File: src/hdl/mission_ring_queue_assert.svh
// assertion macros for the mission ring queue
`ifndef MISSION_RING_QUEUE_ASSERT_SVH
`define MISSION_RING_QUEUE_ASSERT_SVH

`ifndef ASSERT_OFF

`define MRQ_ASSERT(name, prop, clk, rst_n) \
  name: assert property (@(posedge clk) disable iff (!rst_n) (prop)) \
    else $error("mrq assertion failed");

`define MRQ_ASSERT_IMPL(name, ante, cons, clk, rst_n) \
  name: assert property (@(posedge clk) disable iff (!rst_n) (ante) |-> (cons)) \
    else $error("mrq assertion failed");

`define MRQ_ASSERT_NEXT(name, ante, cons, clk, rst_n) \
  name: assert property (@(posedge clk) disable iff (!rst_n) (ante) |=> (cons)) \
    else $error("mrq assertion failed");

`else

`define MRQ_ASSERT(name, prop, clk, rst_n)
`define MRQ_ASSERT_IMPL(name, ante, cons, clk, rst_n)
`define MRQ_ASSERT_NEXT(name, ante, cons, clk, rst_n)

`endif

`endif

File: src/hdl/mrq_pkg.sv
// shared constants for the mission ring queue
`timescale 1ns / 1ps
`default_nettype none

package mrq_pkg;

  localparam int FuncBits     = 4;
  localparam int IdBits       = 8;
  localparam int PayloadIn    = 32;
  localparam int GotoBits     = 8;
  localparam int SlotOutBits  = 6;
  localparam int InDataBits   = 48;
  localparam int OutDataBits  = 64;

  localparam int DefSlots       = 16;
  localparam int DefPayloadBits = 32;

  localparam logic [FuncBits-1:0] FnAppend   = 4'd0;
  localparam logic [FuncBits-1:0] FnPrepend  = 4'd1;
  localparam logic [FuncBits-1:0] FnReplCur  = 4'd2;
  localparam logic [FuncBits-1:0] FnReplAll  = 4'd3;
  localparam logic [FuncBits-1:0] FnReplNext = 4'd4;
  localparam logic [FuncBits-1:0] FnLookup   = 4'd5;
  localparam logic [FuncBits-1:0] FnReadHead = 4'd6;
  localparam logic [FuncBits-1:0] FnGoto     = 4'd7;
  localparam logic [FuncBits-1:0] FnAdvance  = 4'd8;
  localparam logic [FuncBits-1:0] FnEnd      = 4'd9;

endpackage

`default_nettype wire

File: src/hdl/mrq_ram.sv
// generic single-port-write, registered-read ram
`timescale 1ns / 1ps
`default_nettype none

module mrq_ram #(
  parameter int WIDTH = 8,
  parameter int DEPTH = 16
) (
  input  wire logic                     clk_i,
  input  wire logic                     we_i,
  input  wire logic [$clog2(DEPTH)-1:0] waddr_i,
  input  wire logic [WIDTH-1:0]         wdata_i,
  input  wire logic                     re_i,
  input  wire logic [$clog2(DEPTH)-1:0] raddr_i,
  output logic      [WIDTH-1:0]         rdata_o
);

  logic [WIDTH-1:0] mem_q [DEPTH];
  logic [WIDTH-1:0] rdata_q;

  always_ff @(posedge clk_i) begin
    if (we_i) begin
      mem_q[waddr_i] <= wdata_i;
    end
    if (re_i) begin
      rdata_q <= mem_q[raddr_i];
    end
  end

  assign rdata_o = rdata_q;

endmodule

`default_nettype wire

File: src/hdl/mrq_store.sv
// entry store: ram plus per-slot valid bits so unwritten slots read as zero
`timescale 1ns / 1ps
`default_nettype none

module mrq_store #(
  parameter int SLOTS        = mrq_pkg::DefSlots,
  parameter int PAYLOAD_BITS = mrq_pkg::DefPayloadBits
) (
  input  wire logic                        clk_i,
  input  wire logic                        rst_ni,
  input  wire logic                        we_i,
  input  wire logic [$clog2(SLOTS)-1:0]    waddr_i,
  input  wire logic [mrq_pkg::IdBits-1:0]  wid_i,
  input  wire logic [PAYLOAD_BITS-1:0]     wpl_i,
  input  wire logic                        re_i,
  input  wire logic [$clog2(SLOTS)-1:0]    raddr_i,
  output logic      [mrq_pkg::IdBits-1:0]  rid_o,
  output logic      [PAYLOAD_BITS-1:0]     rpl_o
);

  import mrq_pkg::*;

  localparam int W = IdBits + PAYLOAD_BITS;

  logic [SLOTS-1:0] valid_q;
  logic             rvalid_q;
  logic [W-1:0]     rdata;

  mrq_ram #(
    .WIDTH (W),
    .DEPTH (SLOTS)
  ) u_ram (
    .clk_i   (clk_i),
    .we_i    (we_i),
    .waddr_i (waddr_i),
    .wdata_i ({wid_i, wpl_i}),
    .re_i    (re_i),
    .raddr_i (raddr_i),
    .rdata_o (rdata)
  );

  always_ff @(posedge clk_i or negedge rst_ni) begin
    if (!rst_ni) begin
      valid_q  <= '0;
      rvalid_q <= 1'b0;
    end else begin
      if (we_i) begin
        valid_q[waddr_i] <= 1'b1;
      end
      if (re_i) begin
        rvalid_q <= valid_q[raddr_i];
      end
    end
  end

  // never-written slots read as zero
  assign rid_o = rvalid_q ? rdata[W-1:PAYLOAD_BITS] : '0;
  assign rpl_o = rvalid_q ? rdata[PAYLOAD_BITS-1:0] : '0;

endmodule

`default_nettype wire

File: src/hdl/mission_ring_queue.sv
// Ring queue of id/payload entries between a head and a tail slot. Entries live in
// one ram with a registered read. A command is taken when the queue is idle;
// commands that need no search (goto, advance, end, unknown codes, inserts with
// the uniqueness check off) go straight from idle to the execute state. Lookup,
// read head and inserts with the uniqueness check on walk the live entries through
// the ram read port, one per cycle, until a match or the tail, and then execute.
// A result waits in an output register while the next command starts.
`timescale 1ns / 1ps
`default_nettype none

module mission_ring_queue #(
  parameter int SLOTS        = mrq_pkg::DefSlots,
  parameter int PAYLOAD_BITS = mrq_pkg::DefPayloadBits
) (
  input  wire logic                             clk_i,
  input  wire logic                             rst_ni,
  // check_unique
  input  wire logic                             cfg_valid_i,
  output logic                                  cfg_ready_o,
  input  wire logic                             cfg_data_i,
  // elem_id, payload, goto_slot
  input  wire logic                             s_axis_tvalid,
  output logic                                  s_axis_tready,
  input  wire logic [mrq_pkg::InDataBits-1:0]   s_axis_tdata,
  // func
  input  wire logic [mrq_pkg::FuncBits-1:0]     s_axis_tuser,
  // ok, restart_timer, out_slot, out_id, out_payload, head_slot, tail_slot
  output logic                                  m_axis_tvalid,
  input  wire logic                             m_axis_tready,
  output logic      [mrq_pkg::OutDataBits-1:0]  m_axis_tdata
);

  import mrq_pkg::*;

  `include "mission_ring_queue_assert.svh"

  localparam int SW = $clog2(SLOTS);
  localparam logic [SW-1:0] LastSlot = SW'(SLOTS - 1);

  typedef enum logic [1:0] {
    ST_IDLE,
    ST_SCAN,
    ST_EXEC
  } state_e;

  state_e                  state_q;
  logic [SW-1:0]           head_q, tail_q, ptr_q, rslot_q, fslot_q;
  logic                    pend_q, found_q, cu_q, m_valid_q;
  logic [FuncBits-1:0]     func_q;
  logic [IdBits-1:0]       id_q, fid_q;
  logic [PayloadIn-1:0]    pl_q;
  logic [GotoBits-1:0]     gslot_q;
  logic [PAYLOAD_BITS-1:0] fpl_q;
  logic [OutDataBits-1:0]  m_data_q;

  logic                    in_xfer, out_free, need_scan, hit, dup;
  logic                    mem_re, mem_we, x_we, x_ok, x_rs, x_entry;
  logic [SW-1:0]           x_waddr, x_head, x_tail, t_slot;
  logic [IdBits-1:0]       rid;
  logic [PAYLOAD_BITS-1:0] rpl, wpl;
  logic [63:0]             pl_ext, fpl_ext;
  logic [SlotOutBits-1:0]  o_slot;
  logic [IdBits-1:0]       o_id;
  logic [PayloadIn-1:0]    o_pl;

  function automatic logic [SW-1:0] next_slot(input logic [SW-1:0] s);
    return (s == LastSlot) ? '0 : s + 1'b1;
  endfunction

  function automatic logic [SW-1:0] prev_slot(input logic [SW-1:0] s);
    return (s == '0) ? LastSlot : s - 1'b1;
  endfunction

  assign cfg_ready_o   = 1'b1;
  assign s_axis_tready = (state_q == ST_IDLE);
  assign in_xfer       = s_axis_tvalid && s_axis_tready;
  assign out_free      = !m_valid_q || m_axis_tready;
  assign m_axis_tvalid = m_valid_q;
  assign m_axis_tdata  = m_data_q;

  assign need_scan = ((s_axis_tuser <= FnReplNext) && cu_q) ||
                     (s_axis_tuser == FnLookup) || (s_axis_tuser == FnReadHead);

  // read head matches the first live entry
  assign hit    = pend_q && ((func_q == FnReadHead) || (rid == id_q));
  assign mem_re = (state_q == ST_SCAN) && (ptr_q != tail_q) && !hit;
  assign dup    = (func_q <= FnReplNext) && cu_q && found_q;

  assign pl_ext  = 64'(pl_q);
  assign wpl     = pl_ext[PAYLOAD_BITS-1:0];
  assign fpl_ext = 64'(fpl_q);

  mrq_store #(
    .SLOTS        (SLOTS),
    .PAYLOAD_BITS (PAYLOAD_BITS)
  ) u_store (
    .clk_i   (clk_i),
    .rst_ni  (rst_ni),
    .we_i    (mem_we),
    .waddr_i (x_waddr),
    .wid_i   (id_q),
    .wpl_i   (wpl),
    .re_i    (mem_re),
    .raddr_i (ptr_q),
    .rid_o   (rid),
    .rpl_o   (rpl)
  );

  // command execution
  always_comb begin
    x_we    = 1'b0;
    x_ok    = 1'b0;
    x_rs    = 1'b0;
    x_entry = 1'b0;
    x_waddr = head_q;
    x_head  = head_q;
    x_tail  = tail_q;
    t_slot  = '0;
    if (!dup) begin
      case (func_q)
        FnAppend: begin
          t_slot = next_slot(tail_q);
          if (t_slot != head_q) begin
            x_we    = 1'b1;
            x_waddr = tail_q;
            x_tail  = t_slot;
            x_ok    = 1'b1;
          end
        end
        FnPrepend: begin
          t_slot = prev_slot(head_q);
          if (t_slot != tail_q) begin
            x_we    = 1'b1;
            x_waddr = t_slot;
            x_head  = t_slot;
            x_ok    = 1'b1;
            x_rs    = 1'b1;
          end
        end
        FnReplCur: begin
          x_we = 1'b1;
          x_ok = 1'b1;
          x_rs = 1'b1;
        end
        FnReplAll: begin
          x_we    = 1'b1;
          x_waddr = '0;
          x_head  = '0;
          x_tail  = SW'(1);
          x_ok    = 1'b1;
          x_rs    = 1'b1;
        end
        FnReplNext: begin
          t_slot  = next_slot(head_q);
          x_we    = 1'b1;
          x_waddr = t_slot;
          x_tail  = next_slot(t_slot);
          x_ok    = 1'b1;
        end
        FnLookup, FnReadHead: begin
          x_ok    = found_q;
          x_entry = found_q;
        end
        FnGoto: begin
          if (32'(gslot_q) < SLOTS) begin
            x_head = gslot_q[SW-1:0];
            x_ok   = 1'b1;
            x_rs   = 1'b1;
          end
        end
        FnAdvance: begin
          if (head_q != tail_q) begin
            x_head = next_slot(head_q);
            x_ok   = 1'b1;
            x_rs   = 1'b1;
          end
        end
        FnEnd: begin
          x_head = tail_q;
          x_ok   = 1'b1;
          x_rs   = 1'b1;
        end
        default: begin
        end
      endcase
    end
  end

  assign mem_we = x_we && (state_q == ST_EXEC) && out_free;
  assign o_slot = x_entry ? SlotOutBits'(fslot_q) : '0;
  assign o_id   = x_entry ? fid_q : '0;
  assign o_pl   = x_entry ? fpl_ext[PayloadIn-1:0] : '0;

  always_ff @(posedge clk_i or negedge rst_ni) begin
    if (!rst_ni) begin
      state_q   <= ST_IDLE;
      head_q    <= '0;
      tail_q    <= '0;
      ptr_q     <= '0;
      rslot_q   <= '0;
      fslot_q   <= '0;
      pend_q    <= 1'b0;
      found_q   <= 1'b0;
      cu_q      <= 1'b1;
      m_valid_q <= 1'b0;
      func_q    <= '0;
      id_q      <= '0;
      pl_q      <= '0;
      gslot_q   <= '0;
      fid_q     <= '0;
      fpl_q     <= '0;
      m_data_q  <= '0;
    end else begin
      if (cfg_valid_i) begin
        cu_q <= cfg_data_i;
      end
      if ((state_q == ST_EXEC) && out_free) begin
        m_valid_q <= 1'b1;
      end else if (m_axis_tready) begin
        m_valid_q <= 1'b0;
      end
      unique case (state_q)
        ST_IDLE: begin
          if (in_xfer) begin
            func_q  <= s_axis_tuser;
            id_q    <= s_axis_tdata[IdBits-1:0];
            pl_q    <= s_axis_tdata[IdBits +: PayloadIn];
            gslot_q <= s_axis_tdata[IdBits+PayloadIn +: GotoBits];
            ptr_q   <= head_q;
            pend_q  <= 1'b0;
            found_q <= 1'b0;
            state_q <= need_scan ? ST_SCAN : ST_EXEC;
          end
        end
        ST_SCAN: begin
          pend_q  <= mem_re;
          rslot_q <= ptr_q;
          if (mem_re) begin
            ptr_q <= next_slot(ptr_q);
          end
          if (hit) begin
            found_q <= 1'b1;
            fslot_q <= rslot_q;
            fid_q   <= rid;
            fpl_q   <= rpl;
            state_q <= ST_EXEC;
          end else if (!pend_q && (ptr_q == tail_q)) begin
            state_q <= ST_EXEC;
          end
        end
        ST_EXEC: begin
          if (out_free) begin
            head_q    <= x_head;
            tail_q    <= x_tail;
            m_data_q  <= {4'b0, SlotOutBits'(x_tail), SlotOutBits'(x_head),
                          o_pl, o_id, o_slot, x_rs, x_ok};
            state_q   <= ST_IDLE;
          end
        end
        default: begin
          state_q <= ST_IDLE;
        end
      endcase
    end
  end

  `MRQ_ASSERT(a_slots_in_range, (32'(head_q) < SLOTS) && (32'(tail_q) < SLOTS), clk_i, rst_ni)
  `MRQ_ASSERT_IMPL(a_write_in_exec, mem_we, state_q == ST_EXEC, clk_i, rst_ni)
  `MRQ_ASSERT_NEXT(a_xfer_leaves_idle, in_xfer, state_q != ST_IDLE, clk_i, rst_ni)
  `MRQ_ASSERT_IMPL(a_result_from_exec, $rose(m_valid_q), $past(state_q == ST_EXEC), clk_i, rst_ni)

endmodule

`default_nettype wire

File: config.mk
export PLATFORM = sky130hd
export DESIGN_NAME = mission_ring_queue
export DESIGN_NICKNAME = d
export VERILOG_FILES = /design/src/hdl/mrq_pkg.sv /design/src/hdl/mrq_ram.sv /design/src/hdl/mrq_store.sv /design/src/hdl/mission_ring_queue.sv
export VERILOG_INCLUDE_DIRS = /design/src /design/src/hdl
export SDC_FILE = /design/constraint.sdc
export NUM_CORES = 1
export LEC_CHECK = 0
export CAP_MARGIN = 15
export CELL_PAD_IN_SITES_DETAIL_PLACEMENT = 1
export CELL_PAD_IN_SITES_GLOBAL_PLACEMENT = 1
export CORE_MARGIN = 3
export CORE_UTILIZATION = 55
export DETAILED_ROUTE_END_ITERATION = 10
export DONT_BUFFER_PORTS = 1
export PLACE_DENSITY = 0.83
export SLEW_MARGIN = 20
export SYNTH_ARGS = -nofsm -noshare
export SYNTH_HDL_FRONTEND = slang
export SYNTH_SLANG_ARGS = --single-unit
File: constraint.sdc
create_clock -name clk_i -period 8.1 [get_ports clk_i]
set_input_delay 0.81 -clock clk_i [delete_from_list [all_inputs] [get_ports clk_i]]
set_output_delay 0.81 -clock clk_i [all_outputs]
set_load 0.01 [all_outputs]
==> results of run 1 <==
==> report_power, final <==
part	internal (mW)	switching, mW
clock	2.51	1.70
sequential	5.70	0.853
combinational	1.04	1.26
total	9.26	3.82
==> repair_timing <==
| item | in CTS | in global routing |
|---|---|---|
| hold buffers | 2 | 0 |
| endpoints found under the hold margin | 180 | 0 |
| endpoints found under the setup margin | 0 | 0 |
==> cell usage after synthesis (4+ instances only) <==
| master | count | area, um2 |
|---|---|---|
| sky130_fd_sc_hd__dfrtp_1 | 180 | 4500 |
| sky130_fd_sc_hd__nor4_1 | 8 | 50.1 |
| sky130_fd_sc_hd__o211ai_1 | 5 | 37.5 |
| sky130_fd_sc_hd__inv_1 | 31 | 116 |
| sky130_fd_sc_hd__nor3b_1 | 5 | 37.5 |
| sky130_fd_sc_hd__nand2_1 | 124 | 465 |
| sky130_fd_sc_hd__ha_1 | 5 | 62.6 |
| sky130_fd_sc_hd__clkbuf_1 | 70 | 263 |
| sky130_fd_sc_hd__o22ai_1 | 4 | 25.0 |
| sky130_fd_sc_hd__a21oi_1 | 12 | 60.1 |
| sky130_fd_sc_hd__nand3_1 | 8 | 40.0 |
| sky130_fd_sc_hd__nor3_1 | 19 | 95.1 |
| sky130_fd_sc_hd__o31ai_1 | 15 | 113 |
| sky130_fd_sc_hd__a22o_1 | 47 | 412 |
| sky130_fd_sc_hd__nor2b_1 | 5 | 31.3 |
| sky130_fd_sc_hd__mux2i_1 | 5 | 50.1 |
| sky130_fd_sc_hd__a211oi_1 | 4 | 30.0 |
| sky130_fd_sc_hd__mux2_2 | 57 | 642 |
| sky130_fd_sc_hd__nand2b_1 | 4 | 25.0 |
| sky130_fd_sc_hd__xor2_1 | 8 | 70.1 |
| sky130_fd_sc_hd__o21ai_0 | 68 | 340 |
| sky130_fd_sc_hd__o221ai_1 | 4 | 35.0 |
| sky130_fd_sc_hd__a31oi_1 | 6 | 37.5 |
| sky130_fd_sc_hd__o41ai_1 | 4 | 35.0 |
| sky130_fd_sc_hd__nor2_1 | 30 | 113 |
| sky130_fd_sc_hd__buf_1 | 22 | 82.6 |
| sky130_fd_sc_hd__buf_6 | 4 | 45.0 |
| sky130_fd_sc_hd__buf_4 | 12 | 90.1 |
| sky130_fd_sc_hd__buf_2 | 9 | 45.0 |
| sky130_fd_sc_hd__xnor2_1 | 10 | 87.6 |
| sky130_fd_sc_hd__mux4_2 | 205 | 4620 |
| sky130_fd_sc_hd__edfxtp_1 | 680 | 20400 |
==> kinds of logic (layout without fill, tap and decap cells) <==
family	Yosys count	in the layout	synth area share [%]
DFF	861	861	73.7
muxes	268	268	15.7
and+or+nand+nor	230	230	3.15
AOI/OAI and AO/OA	211	211	4.57
buffers and inverters	149	223	1.91
xor gates and xnor gates	21	21	0.643
adders and majority gates	6	6	0.214
other	2	11	0.0222
==> per-stage QoR <==
stage / power (mW) / std cells / hold WS [ps] / setup WS [ps]
2_1_floorplan: 7.95 / 1757 / 426 / 842
3_3_place_gp: 8.67 / 2448 / 449 / 3180
3_5_place_dp: 8.87 / 2448 / 452 / 3000
4_1_cts: 13.1 / 2611 / 258 / 2920
5_1_grt: 13.6 / 2613 / 262 / 2600
6_report: 13.1 / 2613 / 198 / 2910
==> layout make-up <==
class                      instances  area share (%)
tap                              782            2.60
clock buffer                     112            6.27
multi-input combinational        747            22.2
timing repair buffer              31           0.710
sequential                       861            66.2
inverter                          31           0.312
clock inverter                    49            1.65
==> layer usage <==
layer  up-vias  share of wire (%)  track usage (%)
met5         -                  0                0
met4         0                3.2             10.0
met3       155                6.9             4.78
met2       829                 51             43.6
met1      9101                 39             36.1
li1       7057                  -                -
==> sequential cells by signal, summed over array words and instances, names as in the netlist, 8 cells and up <==
register / count
fid_q: 8
u_store.valid_q: 16
m_axis_tdata: 47
id_q: 8
gslot_q: 8
u_store.u_ram.rdata_o: 40
fpl_q: 32
pl_q: 32
u_store.u_ram.mem_q: 640
==> how the worst min path moves through the flow <==
| stage | from | endpoint | cells past startpoint |
|---|---|---|---|
| after global placement | u_store.valid_q[1]$_DFFE_PN0N_ | u_store.valid_q[1]$_DFFE_PN0N_ | 2 |
| after global routing | rst_ni | m_axis_tdata[40]$_DFFE_PN0P_ | 1 |
| after floorplan | u_store.valid_q[1]$_DFFE_PN0N_ | u_store.valid_q[1]$_DFFE_PN0N_ | 2 |
| final | rst_ni | fpl_q[24]$_DFFE_PN0P_ | 1 |
| after CTS | rst_ni | m_axis_tdata[40]$_DFFE_PN0P_ | 1 |
| after detailed placement | u_store.valid_q[1]$_DFFE_PN0N_ | u_store.valid_q[1]$_DFFE_PN0N_ | 2 |
==> reports/qor.csv, run 1 <==
stage,metric,value,unit
status,status,"finished, final reports clean",
die,floorplan.io_pins,125,
clock_tree,cts_setup_buffers,0,
worst_setup_path,crit_path_end_kind,flip-flop,
route,drt_drc_violations_left,0,
finish,drive_gt1_share,25.4,%
synth,synth.distinct_cells,85,
sta,maxClockFrequency,0.193,GHz
global_route,global_route_wire_length_before_repair,125000,um
route,finalWirelength,83200,um
run,cap_violations,0,
die,coreArea,60600,um2
pwr,power.ir.vdd_worst,0.192,mV
clock_tree,clock_sinks,861,
die,num_rows,90,
die,floorplan.initialDensity,55.8,%
finish,layout.cells.most_common,sky130_fd_sc_hd__edfxtp_1,
clock_tree,cts_inserted_buffers,86,
worst_setup_path,worstSetupEndpoint,u_store.u_ram.mem_q[6][22]$_DFFE_PP_,
worst_setup_path,r2r_start,head_q[0]$_DFFE_PN0P_,
clock_tree,cts_root_buf,sky130_fd_sc_hd__clkbuf_16,
worst_setup_path,worst_reg2reg_endpoint,u_store.u_ram.mem_q[6][22]$_DFFE_PP_,
sta,slew_violations,0,
sta,grt_setup_unrepaired,false,
finish,fin_area,37700,um2
route,number_of_vias_per_cell_after_detailed_routing,6.56,
worst_setup_path,worst_ep_arrival_time,5450,ps
placed_design,place_area,34600,um2
placed_design,place_congestion,0.833,
synth,number_of_synthesized_register_bits,861,
worst_setup_path,ff_to_ff_path_depth,10,
worst_setup_path,cp.depth,10,
sta,finalWorstPathRequiredPeriod,5190,ps
worst_setup_path,timing.setup.critical_path_class,reg2reg,
worst_setup_path,cpMaxStageDelayCell,sky130_fd_sc_hd__or4_1,
worst_setup_path,cpLargestDelayFamily,simple AND/OR/NAND/NOR gates,
clock_tree,post_cts_resize_count,0,
die,die_width,254,um
synth,postSynth.topFlopCell,sky130_fd_sc_hd__edfxtp_1,
synth,synthesis.yosys.warnings,0,
global_route,overall_global_routing_resource_usage,26.6,%
route,total_vias_in_the_final_route,17100,
finish,multiInputGateArea,8370,um2
global_route,number_of_global_route_vias_before_repair,18400,
worst_setup_path,crit_required,8360,ps
synth,async_flop_share,21.0,%
worst_setup_path,critical_path.max_fanout,40,
global_route,grt_antenna_before_repair,0,
synth,synthesized_area_per_cell,19.4,um2
placed_design,hpwl_detailed,44500,um
sta,portion_of_the_clock_cycle_consumed_by_the_worst_path_in_the_final_layout,64.1,%
sta,final_setup_violating_endpoints,0,
clock_tree,cts_tree,done,
sta,timing_hold_violations_final,0,
worst_setup_path,cp_num_buf_inv,2,
finish,layout.core_utilization,62.2,%
sta,final.setup.tns,0,ps
die,die_h,254,um
placed_design,port_buffers,0,
worst_setup_path,reg2reg_slack,2910,ps
synth,synth_seq_area_share,73.7,%
finish,fillerInstances,5035,
global_route,grt_overflow,0,
clock_tree,max-clock-path-buffers,3,
synth,synth_area,33800,um2
worst_setup_path,cp_cell_sequence,inv_1 -> ha_1 -> o22ai_1 -> a221oi_1 -> and2_0 -> or3_1 -> a41oi_2 -> or4_1 -> nor3_2 -> buf_4,
clock_tree,clk-insertion-delay-late,640,ps
route,drt_first_iter_violations,1807,
clock_tree,cts_max_level,3,
finish,syn2layout_area_growth,11.4,%
finish,nets,1821,
finish,regArea,25000,um2
global_route,largest_net_degree_at_the_start_of_global_routing,181,
worst_hold_path,worst_hold_path_type,in2async,
sta,finalClockSkew,18.4,ps
pwr,power.density_cell_area,347,nW/um2
route,drt-pass1-iter-count,5,
finish,antenna_cells_inserted,0,
synth,synth_enable_flop_cells,680,
route,ant_nets,0,
route,drt-wirelength-per-cell,31.8,um
worst_setup_path,cp-startpoint,head_q[0]$_DFFE_PN0P_,
die,die_area,64500,um2
worst_setup_path,start_kind,flip-flop,
sta,relSlewSlack,31.8,%
clock_tree,path_clk_slew,70,ps
pwr,reported_leakage_power,12.6,nW
worst_setup_path,delay_of_the_slowest_cell_on_the_worst_path,930,ps
sta,worstMarginPinSlew,1020,ps
finish,final_cell_mix,"sky130_fd_sc_hd__edfxtp_1 (680), sky130_fd_sc_hd__mux4_2 (205), sky130_fd_sc_hd__dfrtp_1 (175)",
synth,mapped_cells,1748,
Power figures use the tool's default switching activity.
==> inputs of run 2 (changes only) <==
Clock period 8.1 ns to 5.1 ns, I/O delays scaled along.
==> run 2 against run 1 <==
Wire length is 1.4% higher. Register-to-register slack worse by 2300 ps. Clock-buffer cell count increased by 1. Critical path depth is the same. Die area did not move. Critical path type unchanged. Critical endpoint is now u_store.u_ram.mem_q[1][1]$_DFFE_PP_. Largest cell class unchanged. Highest routed layer is now met5.
==> reports/qor.csv, run 2 (same netlist as run 1, synthesis figures left out) <==
stage,metric,value,unit,change
status,status,"finished, final reports clean",,unchanged
finish,nets,1847,,was 1821
finish,layout.cells.most_common,sky130_fd_sc_hd__edfxtp_1,,unchanged
sta,timing.hold.ws,28.6,ps,was 198 ps
global_route,grt_antenna_before_repair,3,,was 0
clock_tree,max-clock-path-buffers,3,,unchanged
route,total_vias_in_the_final_route,17300,,was 17100
clock_tree,path_clk_slew,70,ps,about the same
pwr,power.density_cell_area,546,nW/um2,was 347 nW/um2
sta,final.setup.tns,0,ps,unchanged
sta,slew_violations,0,,unchanged
clock_tree,ctsHoldBuffers,17,,was 2
worst_setup_path,cp.depth,10,,unchanged
sta,finalWorstPathRequiredPeriod,4540,ps,was 5190 ps
worst_setup_path,cp-startpoint,head_q[0]$_DFFE_PN0P_,,unchanged
sta,timing_hold_violations_final,0,,unchanged
route,drt-pass1-iter-count,5,,unchanged
die,die_width,254,um,unchanged
global_route,largest_net_degree_at_the_start_of_global_routing,182,,was 181
clock_tree,cts_root_buf,sky130_fd_sc_hd__clkbuf_16,,unchanged
clock_tree,clock_sinks,861,,unchanged
worst_setup_path,cpLargestDelayFamily,simple AND/OR/NAND/NOR gates,,unchanged
finish,final_cell_mix,"sky130_fd_sc_hd__edfxtp_1 (680), sky130_fd_sc_hd__mux4_2 (205), sky130_fd_sc_hd__dfrtp_1 (175)",,unchanged
route,drt_first_iter_violations,1908,,was 1807
sta,portion_of_the_clock_cycle_consumed_by_the_worst_path_in_the_final_layout,89.0,%,was 64.1%
pwr,totalPowerFinal,20.8,mW,was 13.1 mW
sta,worstMarginPinSlew,1070,ps,was 1020 ps
pwr,power.ir.vdd_worst,0.352,mV,was 0.192 mV
pwr,sw_frac_of_total,29.6,%,was 29.2%
worst_setup_path,r2r_start,head_q[0]$_DFFE_PN0P_,,unchanged
worst_hold_path,worstHoldStart,s_axis_tuser[2],,
worst_setup_path,crit_required,5360,ps,was 8360 ps
die,floorplan.io_pins,125,,unchanged
worst_setup_path,cpMaxStageDelayCell,sky130_fd_sc_hd__or4_1,,unchanged
global_route,use_met3,5.24,%,was 4.78%
worst_setup_path,critical_path.max_fanout,40,,unchanged
clock_tree,cts_setup_buffers,0,,unchanged
clock_tree,cts_tree,done,,unchanged
die,coreArea,60600,um2,unchanged
route,drt_drc_violations_left,0,,unchanged
clock_tree,cts_max_level,3,,unchanged
sta,grt_setup_unrepaired,false,,unchanged
sta,final_setup_violating_endpoints,0,,unchanged
run,cap_violations,0,,unchanged
clock_tree,clk-insertion-delay-late,650,ps,was 640 ps
global_route,gr-usage-met1,36.6,%,was 36.1%
worst_setup_path,worstSetupEndpoint,u_store.u_ram.mem_q[1][1]$_DFFE_PP_,,was u_store.u_ram.mem_q[6][22]$_DFFE_PP_
placed_design,post-place-ws,639,ps,was 3000 ps
placed_design,port_buffers,0,,unchanged
pwr,seqPwrFrac,49.4,%,was 50.1%
worst_hold_path,worst_hold_path_type,in2reg,,was in2async
die,floorplan.initialDensity,55.8,%,unchanged
finish,largest_register,u_store.u_ram.mem_q,,unchanged
worst_setup_path,delay_of_the_slowest_cell_on_the_worst_path,940,ps,was 930 ps
worst_setup_path,worst_ep_arrival_time,4800,ps,was 5450 ps
pwr,intPower,14.7,mW,was 9.26 mW
die,num_rows,90,,unchanged
route,number_of_vias_per_cell_after_detailed_routing,6.55,,was 6.56
placed_design,place_congestion,0.823,,was 0.833
pwr,clockPowerShare,31.9,%,was 32.3%
finish,syn2layout_area_growth,12.6,%,was 11.4%
pwr,net-switching-power,6.16,mW,was 3.82 mW
die,die_h,254,um,unchanged
finish,finalNonFillerCells,2638,,was 2613
clock_tree,post_cts_resize_count,0,,unchanged
worst_setup_path,worst_reg2reg_endpoint,u_store.u_ram.mem_q[1][1]$_DFFE_PP_,,was u_store.u_ram.mem_q[6][22]$_DFFE_PP_
sta,maxClockFrequency,0.220,GHz,was 0.193 GHz
global_route,global_route_wire_length_before_repair,126000,um,was 125000 um
global_route,use_met2,44.8,%,was 43.6%
worst_setup_path,reg2reg_slack,560,ps,was 2910 ps
route,finalWirelength,84400,um,was 83200 um
placed_design,dp.cells,2461,,was 2448
route,drt-wirelength-per-cell,32.0,um,was 31.8 um
pwr,reported_leakage_power,12.8,nW,was 12.6 nW
worst_setup_path,start_kind,flip-flop,,unchanged
global_route,number_of_global_route_vias_before_repair,18600,,was 18400
placed_design,hpwl_detailed,45000,um,was 44500 um
sta,finalClockSkew,28.9,ps,was 18.4 ps
sta,relSlewSlack,28.4,%,was 31.8%
worst_setup_path,cp_cell_sequence,inv_1 -> ha_1 -> nor3b_1 -> o32a_1 -> and2_0 -> or3_1 -> a41oi_2 -> or4_1 -> nor4_4 -> buf_4,,was inv_1 -> ha_1 -> o22ai_1 -> a221oi_1 -> and2_0 -> or3_1 -> a41oi_2 -> or4_1 -> nor3_2 -> buf_4
global_route,overall_global_routing_resource_usage,27.0,%,was 26.6%
sta,timing.final.ws_setup,562,ps,was 2910 ps
finish,largest_register_ff_count,640,,unchanged
route,ant_nets,0,,unchanged
pwr,power_frac_comb,18.7,%,was 17.6%
clock_tree,cts_inserted_buffers,86,,unchanged
worst_setup_path,crit_path_end_kind,flip-flop,,unchanged
worst_setup_path,cp_num_buf_inv,2,,unchanged
die,die_area,64500,um2,unchanged
global_route,grt_overflow,0,,unchanged
worst_setup_path,timing.setup.critical_path_class,reg2reg,,unchanged
worst_setup_path,ff_to_ff_path_depth,10,,unchanged
finish,drive_gt1_share,26.0,%,was 25.4%
global_route,globalRoute.busiestLayer,met2,,unchanged
==> run 2: changes by cell type in the layout (fill, tap and decap cells not counted), moves of 2 or more <==
cell,before,now
sky130_fd_sc_hd__buf_4,28,30
sky130_fd_sc_hd__clkbuf_16,90,88
sky130_fd_sc_hd__nor3_2,12,6
sky130_fd_sc_hd__bufinv_16,14,11
sky130_fd_sc_hd__clkinv_2,12,17
sky130_fd_sc_hd__clkbuf_1,19,15
sky130_fd_sc_hd__nor4_4,0,4
sky130_fd_sc_hd__clkinv_1,15,8
sky130_fd_sc_hd__nor3_4,1,7
sky130_fd_sc_hd__clkbuf_8,3,10
sky130_fd_sc_hd__buf_12,1,9
sky130_fd_sc_hd__dlygate4sd3_1,1,16
sky130_fd_sc_hd__nor4_2,5,0
==> run 2: layer usage <==
| metal | vias to the layer above | wire length (um) |
|---|---|---|
| met1 | 9149 | 32500 |
| met2 | 857 | 42800 |
| met5 | - | 23 |
| li1 | 7096 | - |
| met4 | 4 | 2750 |
| met3 | 162 | 6320 |
==> run 2: final cells by class <==
cell class | count | area [um2]
Antenna cell | 1 | 2.50
Multi-Input combinational cell | 747 | 8440
Tap cell | 782 | 978
Clock buffer | 113 | 2400
Timing Repair Buffer | 57 | 604
Sequential cell | 861 | 25000
Clock inverter | 46 | 583
Inverter | 31 | 118
Fill cell | 5017 | 22500
==> run 2: how the worst min path moves through the flow <==
stage,end,slack (ps),cells after the start
floorplan,fid_q[0]$_DFFE_PN0P_,210,0
global placement,m_axis_tdata[41]$_DFFE_PN0P_,220,0
detailed placement,m_axis_tdata[41]$_DFFE_PN0P_,220,0
CTS,pl_q[17]$_DFFE_PN0P_,0.3,1
global route,gslot_q[1]$_DFFE_PN0P_,0.9,1
finish,func_q[2]$_DFFE_PN0P_,30,2
==> run 2: metrics by stage <==
stage	area, um2	utilization (%)
floorplan	33900	-
global placement	34900	57.6
detailed placement	34900	57.6
CTS	38100	62.8
global route	38100	62.9
finish	38100	62.9
==> run 2: power by group through the flow <==
stage	Clock, mW	Sequential, mW	Combinational [mW]
after CTS	6.75	10.3	3.92
final	6.64	10.3	3.89
after global routing	7.04	10.4	4.18
after detailed placement	0	10.4	3.80
after global placement	0	10.2	3.69
after floorplan	0	9.75	2.90
